===== src/sv/sorted_descending_priority_queue_macros.svh =====
// Assertion macros shared by the priority queue RTL.
// No dependencies; included inside module bodies after the package import.
`ifndef SORTED_DESCENDING_PRIORITY_QUEUE_MACROS_SVH
`define SORTED_DESCENDING_PRIORITY_QUEUE_MACROS_SVH

// Same-cycle implication, checked out of reset.
`define SDPQ_ASSERT_IMPL(lbl, clk, rst_n, ante, cons, msg) \
    lbl: assert property (@(posedge clk) disable iff (!(rst_n)) (ante) |-> (cons)) \
        else $error(msg);

// Next-cycle implication, checked out of reset.
`define SDPQ_ASSERT_NEXT(lbl, clk, rst_n, ante, cons, msg) \
    lbl: assert property (@(posedge clk) disable iff (!(rst_n)) (ante) |=> (cons)) \
        else $error(msg);

`endif


===== src/sv/sdpq_pkg.sv =====
// Shared constants, codes and controller/datapath interface types
// for the sorted descending priority queue. No dependencies.
`default_nettype none

package sdpq_pkg;

    // Default number of queue slots
    localparam int DEPTH_DEF = 8;

    // Field widths fixed by the interface
    localparam int VAL_W  = 32;
    localparam int OCC_W  = 4;
    localparam int STAT_W = 2;

    // Operation codes
    localparam logic OP_ENQ = 1'b0;
    localparam logic OP_DEQ = 1'b1;

    // Result status codes
    localparam logic [STAT_W-1:0] ST_OK        = 2'd0;
    localparam logic [STAT_W-1:0] ST_OVERFLOW  = 2'd1;
    localparam logic [STAT_W-1:0] ST_UNDERFLOW = 2'd2;

    // Commands from the controller to the datapath
    typedef struct packed {
        logic push;  // insert the request value in sorted position
        logic pop;   // remove the head entry
        logic load;  // capture result fields
    } t_dp_cmd;

    // Status from the datapath to the controller
    typedef struct packed {
        logic full;
        logic empty;
    } t_dp_stat;

endpackage

`default_nettype wire


===== src/sv/sorted_descending_priority_queue.sv =====
// Top level of the sorted descending priority queue: joins the controller
// and the slot datapath. Uses sdpq_pkg, sdpq_ctrl and sdpq_dp.
//
//  channel   handshake        payload
//  request   start / busy     i_func, i_value
//  result    o_strobe         o_status, o_removed_value, o_occupancy, o_top_value
//
// A request is taken whenever start is high; every slot compares with the value in parallel,
// so a new request may follow on every clock and busy stays low.
// Its result appears on the cycle after acceptance, strobed for exactly one cycle.
// Synchronous active-low reset empties the queue; slot contents are not cleared.
// The result side cannot stall; each result must be taken when strobed.
`default_nettype none

module sorted_descending_priority_queue #(
    parameter int DEPTH = sdpq_pkg::DEPTH_DEF
) (
    input  wire                                 i_clk,
    input  wire                                 i_rst_n,
    input  wire                                 start,
    output logic                                busy,
    input  wire                                 i_func,
    input  wire signed [sdpq_pkg::VAL_W-1:0]    i_value,
    output logic                                o_strobe,
    output logic [sdpq_pkg::STAT_W-1:0]         o_status,
    output logic signed [sdpq_pkg::VAL_W-1:0]   o_removed_value,
    output logic [sdpq_pkg::OCC_W-1:0]          o_occupancy,
    output logic signed [sdpq_pkg::VAL_W-1:0]   o_top_value
);
    import sdpq_pkg::*;

    t_dp_cmd  w_dp_cmd;
    t_dp_stat w_dp_stat;
    logic     w_accept;

    // Take a request on every start; the slots settle in the same cycle
    assign busy     = 1'b0;
    assign w_accept = start && !busy;

    sdpq_ctrl u_ctrl (
        .i_clk     (i_clk),
        .i_rst_n   (i_rst_n),
        .i_accept  (w_accept),
        .i_func    (i_func),
        .i_dp_stat (w_dp_stat),
        .o_dp_cmd  (w_dp_cmd),
        .o_strobe  (o_strobe),
        .o_status  (o_status)
    );

    sdpq_dp #(
        .DEPTH (DEPTH)
    ) u_dp (
        .i_clk           (i_clk),
        .i_rst_n         (i_rst_n),
        .i_dp_cmd        (w_dp_cmd),
        .i_value         (i_value),
        .o_dp_stat       (w_dp_stat),
        .o_removed_value (o_removed_value),
        .o_occupancy     (o_occupancy),
        .o_top_value     (o_top_value)
    );

endmodule

`default_nettype wire


===== src/sv/sdpq_ctrl.sv =====
// Controller of the priority queue: decodes requests into datapath
// commands, forms the status code and times the result strobe. Uses sdpq_pkg.
`default_nettype none

module sdpq_ctrl (
    input  wire                          i_clk,
    input  wire                          i_rst_n,
    input  wire                          i_accept,
    input  wire                          i_func,
    input  sdpq_pkg::t_dp_stat           i_dp_stat,
    output sdpq_pkg::t_dp_cmd            o_dp_cmd,
    output logic                         o_strobe,
    output logic [sdpq_pkg::STAT_W-1:0]  o_status
);
    import sdpq_pkg::*;

    `include "sorted_descending_priority_queue_macros.svh"

    typedef enum logic [1:0] {
        S_IDLE = 2'b01,
        S_RESP = 2'b10
    } t_state;

    t_state              r_state, n_state;
    logic [STAT_W-1:0]   r_status, n_status;
    t_dp_cmd             w_cmd;

    // Decode the request against the current fill state
    always_comb begin
        w_cmd.push = i_accept && (i_func == OP_ENQ) && !i_dp_stat.full;
        w_cmd.pop  = i_accept && (i_func == OP_DEQ) && !i_dp_stat.empty;
        w_cmd.load = i_accept;
    end

    // Pick the status code for the request
    always_comb begin
        n_status = r_status;
        if (i_accept) begin
            unique case (i_func)
                OP_ENQ:  n_status = i_dp_stat.full  ? ST_OVERFLOW  : ST_OK;
                OP_DEQ:  n_status = i_dp_stat.empty ? ST_UNDERFLOW : ST_OK;
                default: n_status = ST_OK;
            endcase
        end
    end

    // Show a result in the cycle after each accepted request
    always_comb begin
        unique case (r_state)
            S_IDLE:  n_state = i_accept ? S_RESP : S_IDLE;
            S_RESP:  n_state = i_accept ? S_RESP : S_IDLE;
            default: n_state = S_IDLE;
        endcase
    end

    always_ff @(posedge i_clk) begin
        if (!i_rst_n) begin
            r_state <= S_IDLE;
        end else begin
            r_state <= n_state;
        end
    end

    always_ff @(posedge i_clk) begin
        r_status <= n_status;
    end

    assign o_dp_cmd = w_cmd;
    assign o_strobe = (r_state == S_RESP);
    assign o_status = r_status;

    `SDPQ_ASSERT_IMPL(a_no_push_and_pop, i_clk, i_rst_n, 1'b1, !(w_cmd.push && w_cmd.pop), "push and pop together")
    `SDPQ_ASSERT_NEXT(a_strobe_follows, i_clk, i_rst_n, i_accept, o_strobe, "accepted request without result")
    `SDPQ_ASSERT_NEXT(a_overflow_only_full, i_clk, i_rst_n, i_accept && (i_func == OP_ENQ) && !i_dp_stat.full, o_status == ST_OK, "enqueue with room not reported ok")
    `SDPQ_ASSERT_NEXT(a_underflow_only_empty, i_clk, i_rst_n, i_accept && (i_func == OP_DEQ) && i_dp_stat.empty, o_status == ST_UNDERFLOW, "dequeue of empty queue not reported")

endmodule

`default_nettype wire


===== src/sv/sdpq_dp.sv =====
// Datapath of the priority queue: the sorted slot registers with one
// comparator per slot, the fill count and the result registers. Uses sdpq_pkg.
`default_nettype none

module sdpq_dp #(
    parameter int DEPTH = sdpq_pkg::DEPTH_DEF
) (
    input  wire                                 i_clk,
    input  wire                                 i_rst_n,
    input  sdpq_pkg::t_dp_cmd                   i_dp_cmd,
    input  wire signed [sdpq_pkg::VAL_W-1:0]    i_value,
    output sdpq_pkg::t_dp_stat                  o_dp_stat,
    output logic signed [sdpq_pkg::VAL_W-1:0]   o_removed_value,
    output logic [sdpq_pkg::OCC_W-1:0]          o_occupancy,
    output logic signed [sdpq_pkg::VAL_W-1:0]   o_top_value
);
    import sdpq_pkg::*;

    `include "sorted_descending_priority_queue_macros.svh"

    localparam int CW = $clog2(DEPTH + 1);

    logic signed [VAL_W-1:0] r_entry [DEPTH];
    logic signed [VAL_W-1:0] n_entry [DEPTH];
    logic [CW-1:0]           r_count, n_count;
    logic signed [VAL_W-1:0] r_removed, r_top;
    logic [CW+OCC_W-1:0]     w_count_ext;
    logic [DEPTH-1:0]        w_take;

    // Mark slots at or after the insertion point: empty or smaller than the value
    always_comb begin
        for (int k = 0; k < DEPTH; k++) begin
            w_take[k] = !(CW'(k) < r_count) || (i_value > r_entry[k]);
        end
    end

    // Form the next slot contents: shift down behind an insert, shift up on a pop
    always_comb begin
        for (int k = 0; k < DEPTH; k++) begin
            n_entry[k] = r_entry[k];
            if (i_dp_cmd.push && w_take[k] && (CW'(k) <= r_count)) begin
                if (k > 0 && w_take[(k > 0) ? k - 1 : 0]) begin
                    n_entry[k] = r_entry[(k > 0) ? k - 1 : 0];
                end else begin
                    n_entry[k] = i_value;
                end
            end else if (i_dp_cmd.pop && (k < DEPTH - 1)) begin
                n_entry[k] = r_entry[(k < DEPTH - 1) ? k + 1 : k];
            end
        end
    end

    // Advance the fill count
    always_comb begin
        priority if (i_dp_cmd.push) begin
            n_count = r_count + CW'(1);
        end else if (i_dp_cmd.pop) begin
            n_count = r_count - CW'(1);
        end else begin
            n_count = r_count;
        end
    end

    always_ff @(posedge i_clk) begin
        for (int k = 0; k < DEPTH; k++) begin
            r_entry[k] <= n_entry[k];
        end
    end

    always_ff @(posedge i_clk) begin
        if (!i_rst_n) begin
            r_count <= '0;
        end else begin
            r_count <= n_count;
        end
    end

    // Capture the result fields for the request
    always_ff @(posedge i_clk) begin
        if (i_dp_cmd.load) begin
            r_removed <= i_dp_cmd.pop ? r_entry[0] : '0;
            r_top     <= (n_count != '0) ? n_entry[0] : '0;
        end
    end

    // Occupancy reported modulo the field width
    assign w_count_ext = {{OCC_W{1'b0}}, r_count};

    assign o_dp_stat.full  = (r_count == CW'(DEPTH));
    assign o_dp_stat.empty = (r_count == '0);
    assign o_removed_value = r_removed;
    assign o_top_value     = r_top;
    assign o_occupancy     = w_count_ext[OCC_W-1:0];

    `SDPQ_ASSERT_IMPL(a_push_has_room, i_clk, i_rst_n, i_dp_cmd.push, r_count < CW'(DEPTH), "push into full store")
    `SDPQ_ASSERT_IMPL(a_pop_has_entry, i_clk, i_rst_n, i_dp_cmd.pop, r_count != '0, "pop from empty store")
    `SDPQ_ASSERT_NEXT(a_push_counts, i_clk, i_rst_n, i_dp_cmd.push, r_count == $past(r_count) + CW'(1), "push did not grow count")
    `SDPQ_ASSERT_NEXT(a_pop_counts, i_clk, i_rst_n, i_dp_cmd.pop, r_count == $past(r_count) - CW'(1), "pop did not shrink count")

endmodule

`default_nettype wire


===== config.mk =====
export PLATFORM = sky130hd
export DESIGN_NAME = sorted_descending_priority_queue
export DESIGN_NICKNAME = d
export VERILOG_FILES = /design/src/sv/sdpq_pkg.sv /design/src/sv/sorted_descending_priority_queue.sv /design/src/sv/sdpq_ctrl.sv /design/src/sv/sdpq_dp.sv
export VERILOG_INCLUDE_DIRS = /design/src /design/src/sv
export SDC_FILE = /design/constraint.sdc
export NUM_CORES = 1
export LEC_CHECK = 0
export BUFFER_PORTS_ARGS = -buffer_cell sky130_fd_sc_hd__buf_2
export CAP_MARGIN = 25
export CORE_MARGIN = 4
export CORE_UTILIZATION = 50
export DETAILED_ROUTE_END_ITERATION = 8
export GPL_TIMING_DRIVEN = 1
export PLACE_DENSITY = 0.7
export SLEW_MARGIN = 20
export SYNTH_ARGS = -nofsm -noshare
export SYNTH_HDL_FRONTEND = slang
export SYNTH_SLANG_ARGS = --single-unit

===== constraint.sdc =====
create_clock -name i_clk -period 4.7 [get_ports i_clk]
set_input_delay 0.235 -clock i_clk [delete_from_list [all_inputs] [get_ports i_clk]]
set_output_delay 0.235 -clock i_clk [all_outputs]
set_load 0.01 [all_outputs]

# After elaboration in Yosys (flattened, before gate mapping)
# Memories as Yosys holds them, arrays and structs flattened.
# Index checks and enable logic that the tools add are counted.
totals:
  regBits: 72
  ramBits: 256
  input_bits: 36
  out_inout_bits: 72
  elab_cells: 106
  n_memories: 1
op_classes:
  add_sub_neg: 2
  n_lt_le_gt_ge: 24
  eq_ne: 3
  muxes: 28
  n_bitwise: 1
  n_reduce_logical: 42
memory_table:
  columns: ["name", "words", "word_bits", "read_ports", "rd_clocked_by_memory_dff", "write_ports", "line", "source"]
  rows:
  - ["u_dp.r_entry", 8, 32, 8, 0, 8, "sdpq_dp.sv:23", "logic signed [VAL_W-1:0] r_entry [DEPTH];"]
ops:
  columns: ["operator", "count"]
  rows:
  - ["$mux W32", 22]
  - ["$gt A32 B32 Y1", 8]
  - ["$logic_and A1 B1 Y1", 20]
  - ["$le A3 B4 Y1 const A", 4]
  - ["$lt A3 B4 Y1 const A", 4]
  - ["$logic_not A1 Y1", 10]
  - ["$le A1 B4 Y1 const A", 2]
  - ["$le A2 B4 Y1 const A", 2]
  - ["$logic_or A1 B1 Y1", 8]
  - ["$lt A1 B4 Y1 const A", 2]
  - ["$lt A2 B4 Y1 const A", 2]
  - ["$mux W4", 2]
  - ["$add A4 B1 Y4 const B", 1]
  - ["$eq A4 B4 Y1 const B", 1]
  - ["$logic_not A4 Y1", 1]
  - ["$mux W2", 2]
  - ["$pmux W2 S2", 1]
  - ["$reduce_bool A4 Y1", 1]
  - ["$sub A4 B1 Y4 const B", 1]
  - ["$eq A2 B1 Y1 const B", 1]
  - ["$eq A2 B2 Y1 const B", 1]
  - ["$reduce_and A2 Y1", 1]
  - ["$reduce_or A2 Y1", 1]
  - ["$mux W1", 1]
  - ["$not A1 Y1", 1]

# Logic depth before layout (Yosys ltp)
logic_depth:
  ltp_word: 6
  depth_mapped: 13
  ltp_nobuf: 10

# By module
# A second synthesis with hierarchy kept.
hier_totals:
  cells_unflattened: 2194
  hier_area_um2: 22063.7
modules_own_cells:
  columns: ["mod", "n_inst", "cells_each", "area_each_um2", "seq_area_each_um2"]
  rows:
  - ["sdpq_dp", 1, 2179, 21877.2, 9369.0]
  - ["sdpq_ctrl", 1, 13, 175.2, 100.1]
  - ["sorted_descending_priority_queue", 1, 2, 11.3, 0.0]

# Least setup slack after synthesis
# Ideal clock, no wire load.
synth_path:
  path_kind: "reg-to-reg"
  startpoint: "memory u_dp.r_entry[2][31], in the netlist u_dp.r_entry[1][31]"
  endpoint: "memory u_dp.r_entry[2][0], in the netlist u_dp.r_entry[1][0] (enable)"
  setup_ns: 0.466
  arrival_time_ns: 4.196
  required_time_ns: 4.234
  path_slack_ns: 0.038
  path_stages_with_launch: 9
  n_path_buf: 0
  synth_period_minus_slack_ns: 4.662
  cell_sequence: "edfxtp_1 > inv_1 > ha_1 > nand4_2 > or4_1 > or3_1 > o21ai_0 > a211oi_2 > o21ai_0"
synth_lines:
  columns: ["element", "line"]
  rows:
  - ["start: declaration", "sdpq_dp.sv:23"]

==> run_results.csv <==
group,metric,value,unit
clock_tree,cts-root-buf,"clkbuf_16",
sta,max_clock_freq,255,MHz
placement,dpl.hpwl,43400,µm
placement,placed_area,23400,µm²
detailed_routing,vias_per_cell,5.88,
yosys,synth_top_area_share,0.394,
clock_tree,numCtsBuffers,37,
floorplan,dieArea,47600,µm²
floorplan,rows,76,
sta,period_minus_slack,3930,ps
yosys,synth_most_common_cell,"edfxtp_1",
yosys,avgSynthCellArea,10.6,µm²
setup_path,crit_path_end_kind,"flip-flop",
setup_path,reg2reg_to,"u_dp.r_entry[1][27]$_DFFE_PP_",
sta,slew_headroom,0.300,
clock_tree,hold_buffers,1,
detailed_routing,wl_per_cell,20.4,µm
sta,finalHoldViolCount,0,
floorplan,fp.dieH,218,µm
detailed_routing,drc,0,
setup_path,r2r_cells,11,
power,power.leakage,11.5,nW
detailed_routing,vias,16500,
min_path,min_to,"u_ctrl.o_status[0]$_SDFFCE_PP0P_",
sta,fin_skew,14.6,ps
detailed_routing,dr.first_iter.drc_count,1189,
yosys,ys_top_cells_by_count,"290 x edfxtp_1, 285 x mux2i_1, 265 x inv_1, 261 x ha_1, 193 x a21oi_1",
yosys,syn_area,22100,µm²
min_path,holdPathStages,2,
yosys,synth-main-ff-cell,"edfxtp_1",
clock_tree,clkLatencyLatePin,530,ps
clock_tree,cts_setup_buffers,0,
global_route,grt_pass1_vias,17200,
floorplan,die_w,218,µm
clock_tree,cts_tree,"done",
detailed_routing,wirelength,57200,µm
job,drv_cap,0,
yosys,ys_async_sr_fraction,0,
yosys,yosysUniqueCellTypes,64,
sta,period_share,0.835,
setup_path,worstPathArrival,4200,ps
global_route,grt_pass1_wl,90600,µm
setup_path,rrSetupSlack,770,ps
min_path,hold_class,"in2reg",
yosys,ys_warn_count,0,
floorplan,core-area,43400,µm²
floorplan,initial_utilization,0.510,
clock_tree,cts-htree-levels,2,
global_route,grt_max_degree,73,
yosys,yosys.area.top_type,"edfxtp_1",
finish,postLayoutCellArea,24600,µm²
clock_tree,clockBufferDepth,3,
setup_path,r2r_start,"u_dp.r_entry[1][31]$_DFFE_PP_",
run_status,run_status,"complete, no violations",
global_route,overflow,0,
finish,fill_cells,3715,
setup_path,start_kind,"flip-flop",
finish,area_growth,11.2,%
yosys,synth_seq_cells,328,
min_path,hold_start,"i_func",
power,ir_drop,0.000394,V
setup_path,required,4970,ps
yosys,synthCells,2091,
global_route,antenna_found_initial,5,
power,power.density,385,nW/µm²
setup_path,timing.setup.critical_path_class,"reg2reg",
finish,regArea,9470,µm²
finish,post-route-util,0.567,
finish,multi_input_area,11400,µm²
sta,fin_setup_tns,0,ps
setup_path,cp_max_fo,21,
yosys,synth_fp_nets,2388,
yosys,synthTopCellsByArea,"edfxtp_1 39%, ha_1 15%, mux2i_1 13%",
placement,gp_congestion,0.872,
global_route,grt_usage,0.235,
finish,drive_gt1_frac,0.133,
clock_tree,clk_pin_slew,70,ps
yosys,synth_edf_count,290,
sta,rsz0062_at_grt,"false",
clock_tree,cts_sinks,328,
placement,port-buffer-count,106,
yosys,ys_seq_area_frac,0.428,
sta,setup_viol,0,
floorplan,io_pins,108,
clock_tree,cts_resized,0,
detailed_routing,ant_nets,0,
sta,slew_violations,0,
sta,worst_slew_pin_slew,1040,ps
finish,fin_nets,2490,
detailed_routing,drt-pass1-iter-count,7,
## critical path: stages (launching register included)
cell	delay, ps
edfxtp_1	350
inv_1	70
ha_1	440
nand4_2	220
or4_1	660
or4_1	490
and3b_1	220
a22o_1	220
a211oi_2	350
nor2_4	230
buf_4	270
mux2i_1	150
## metal layers
metal / part of all wire / track usage / up-vias
met5: 0.00040 / 0 / -
met4: 0.030 / 0.0758 / 4
met3: 0.047 / 0.0364 / 115
met2: 0.49 / 0.404 / 386
met1: 0.43 / 0.305 / 8141
li1: - / - / 7838
## cell type report
class | instances | area share
Clock inverter | 18 | 0.00753
Timing Repair Buffer | 146 | 0.0349
Sequential cell | 328 | 0.385
Tap cell | 585 | 0.0298
Inverter | 265 | 0.0405
Clock buffer | 44 | 0.0400
Antenna cell | 1 | 0.000102
Multi-Input combinational cell | 1415 | 0.462
## flip-flops by register name, indices dropped and copies added, names as in the netlist
name and flops:
u_dp.o_removed_value 32, u_dp.r_entry 256, u_ctrl.r_state 2, u_dp.o_top_value 32
u_dp.o_occupancy 4, u_ctrl.o_status 2
## per-stage QoR
step                cells  setup slack, ps  hold slack, ps  power (W)
finish               2802              774             151    0.00947
global route         2801              602             142    0.00995
CTS                  2801              807             123    0.00950
detailed placement   2738              769             507    0.00660
global placement     2738              784             494    0.00649
floorplan            2091             38.4             347    0.00575
## how the worst max path moves through the flow
stage / start / end / slack (ps)
6_report: u_dp.r_entry[1][31]$_DFFE_PP_ / u_dp.r_entry[1][27]$_DFFE_PP_ / 770
5_1_grt: u_dp.r_entry[0][31]$_DFF_P_ / u_dp.r_entry[0][43]$_DFFE_PP_ / 600
4_1_cts: u_dp.r_entry[1][31]$_DFFE_PP_ / u_dp.r_entry[1][27]$_DFFE_PP_ / 810
3_5_place_dp: i_value[31] / u_dp.r_entry[0][43]$_DFFE_PP_ / 770
3_3_place_gp: i_value[31] / u_dp.r_entry[0][42]$_DFFE_PP_ / 780
2_1_floorplan: u_dp.r_entry[1][31]$_DFFE_PP_ / u_dp.r_entry[1][0]$_DFFE_PP_ / 40
## power breakdown
part           switching (W)  total (W)  internal, W
clock network        0.00120    0.00290      0.00170
logic                0.00157    0.00267      0.00110
registers           0.000228    0.00390      0.00367
total                0.00300    0.00947      0.00648
## layout by cell type, fill, tap and decap left out, types with 18 or more instances in the layout
cell type	netlist	routed
o21ai_0	63	61
nor2_1	154	152
a21o_1	34	34
buf_2	9	106
edfxtp_1	290	290
ha_1	261	261
a21oi_1	193	193
inv_1	265	265
nand3_1	19	18
dfxtp_1	38	38
o31a_1	35	34
clkbuf_16	0	37
buf_4	1	37
nand4_1	55	55
nand2_1	91	90
mux2_2	67	67
mux2i_1	285	285
## kinds of logic (layout without fill, tap and decap cells)
group | Yosys count | in the layout | synth area share
AOI/OAI and AO/OA | 402 | 402 | 0.112
xor gates and xnor gates | 1 | 1 | 0.000396
adders and majority gates | 261 | 261 | 0.148
buffers and inverters | 348 | 473 | 0.0628
DFF | 328 | 328 | 0.428
muxes | 354 | 354 | 0.164
other | 1 | 2 | 0.000170
and+or+nand+nor | 396 | 396 | 0.0842
No activity file was read; power rests on OpenSTA's default activity.
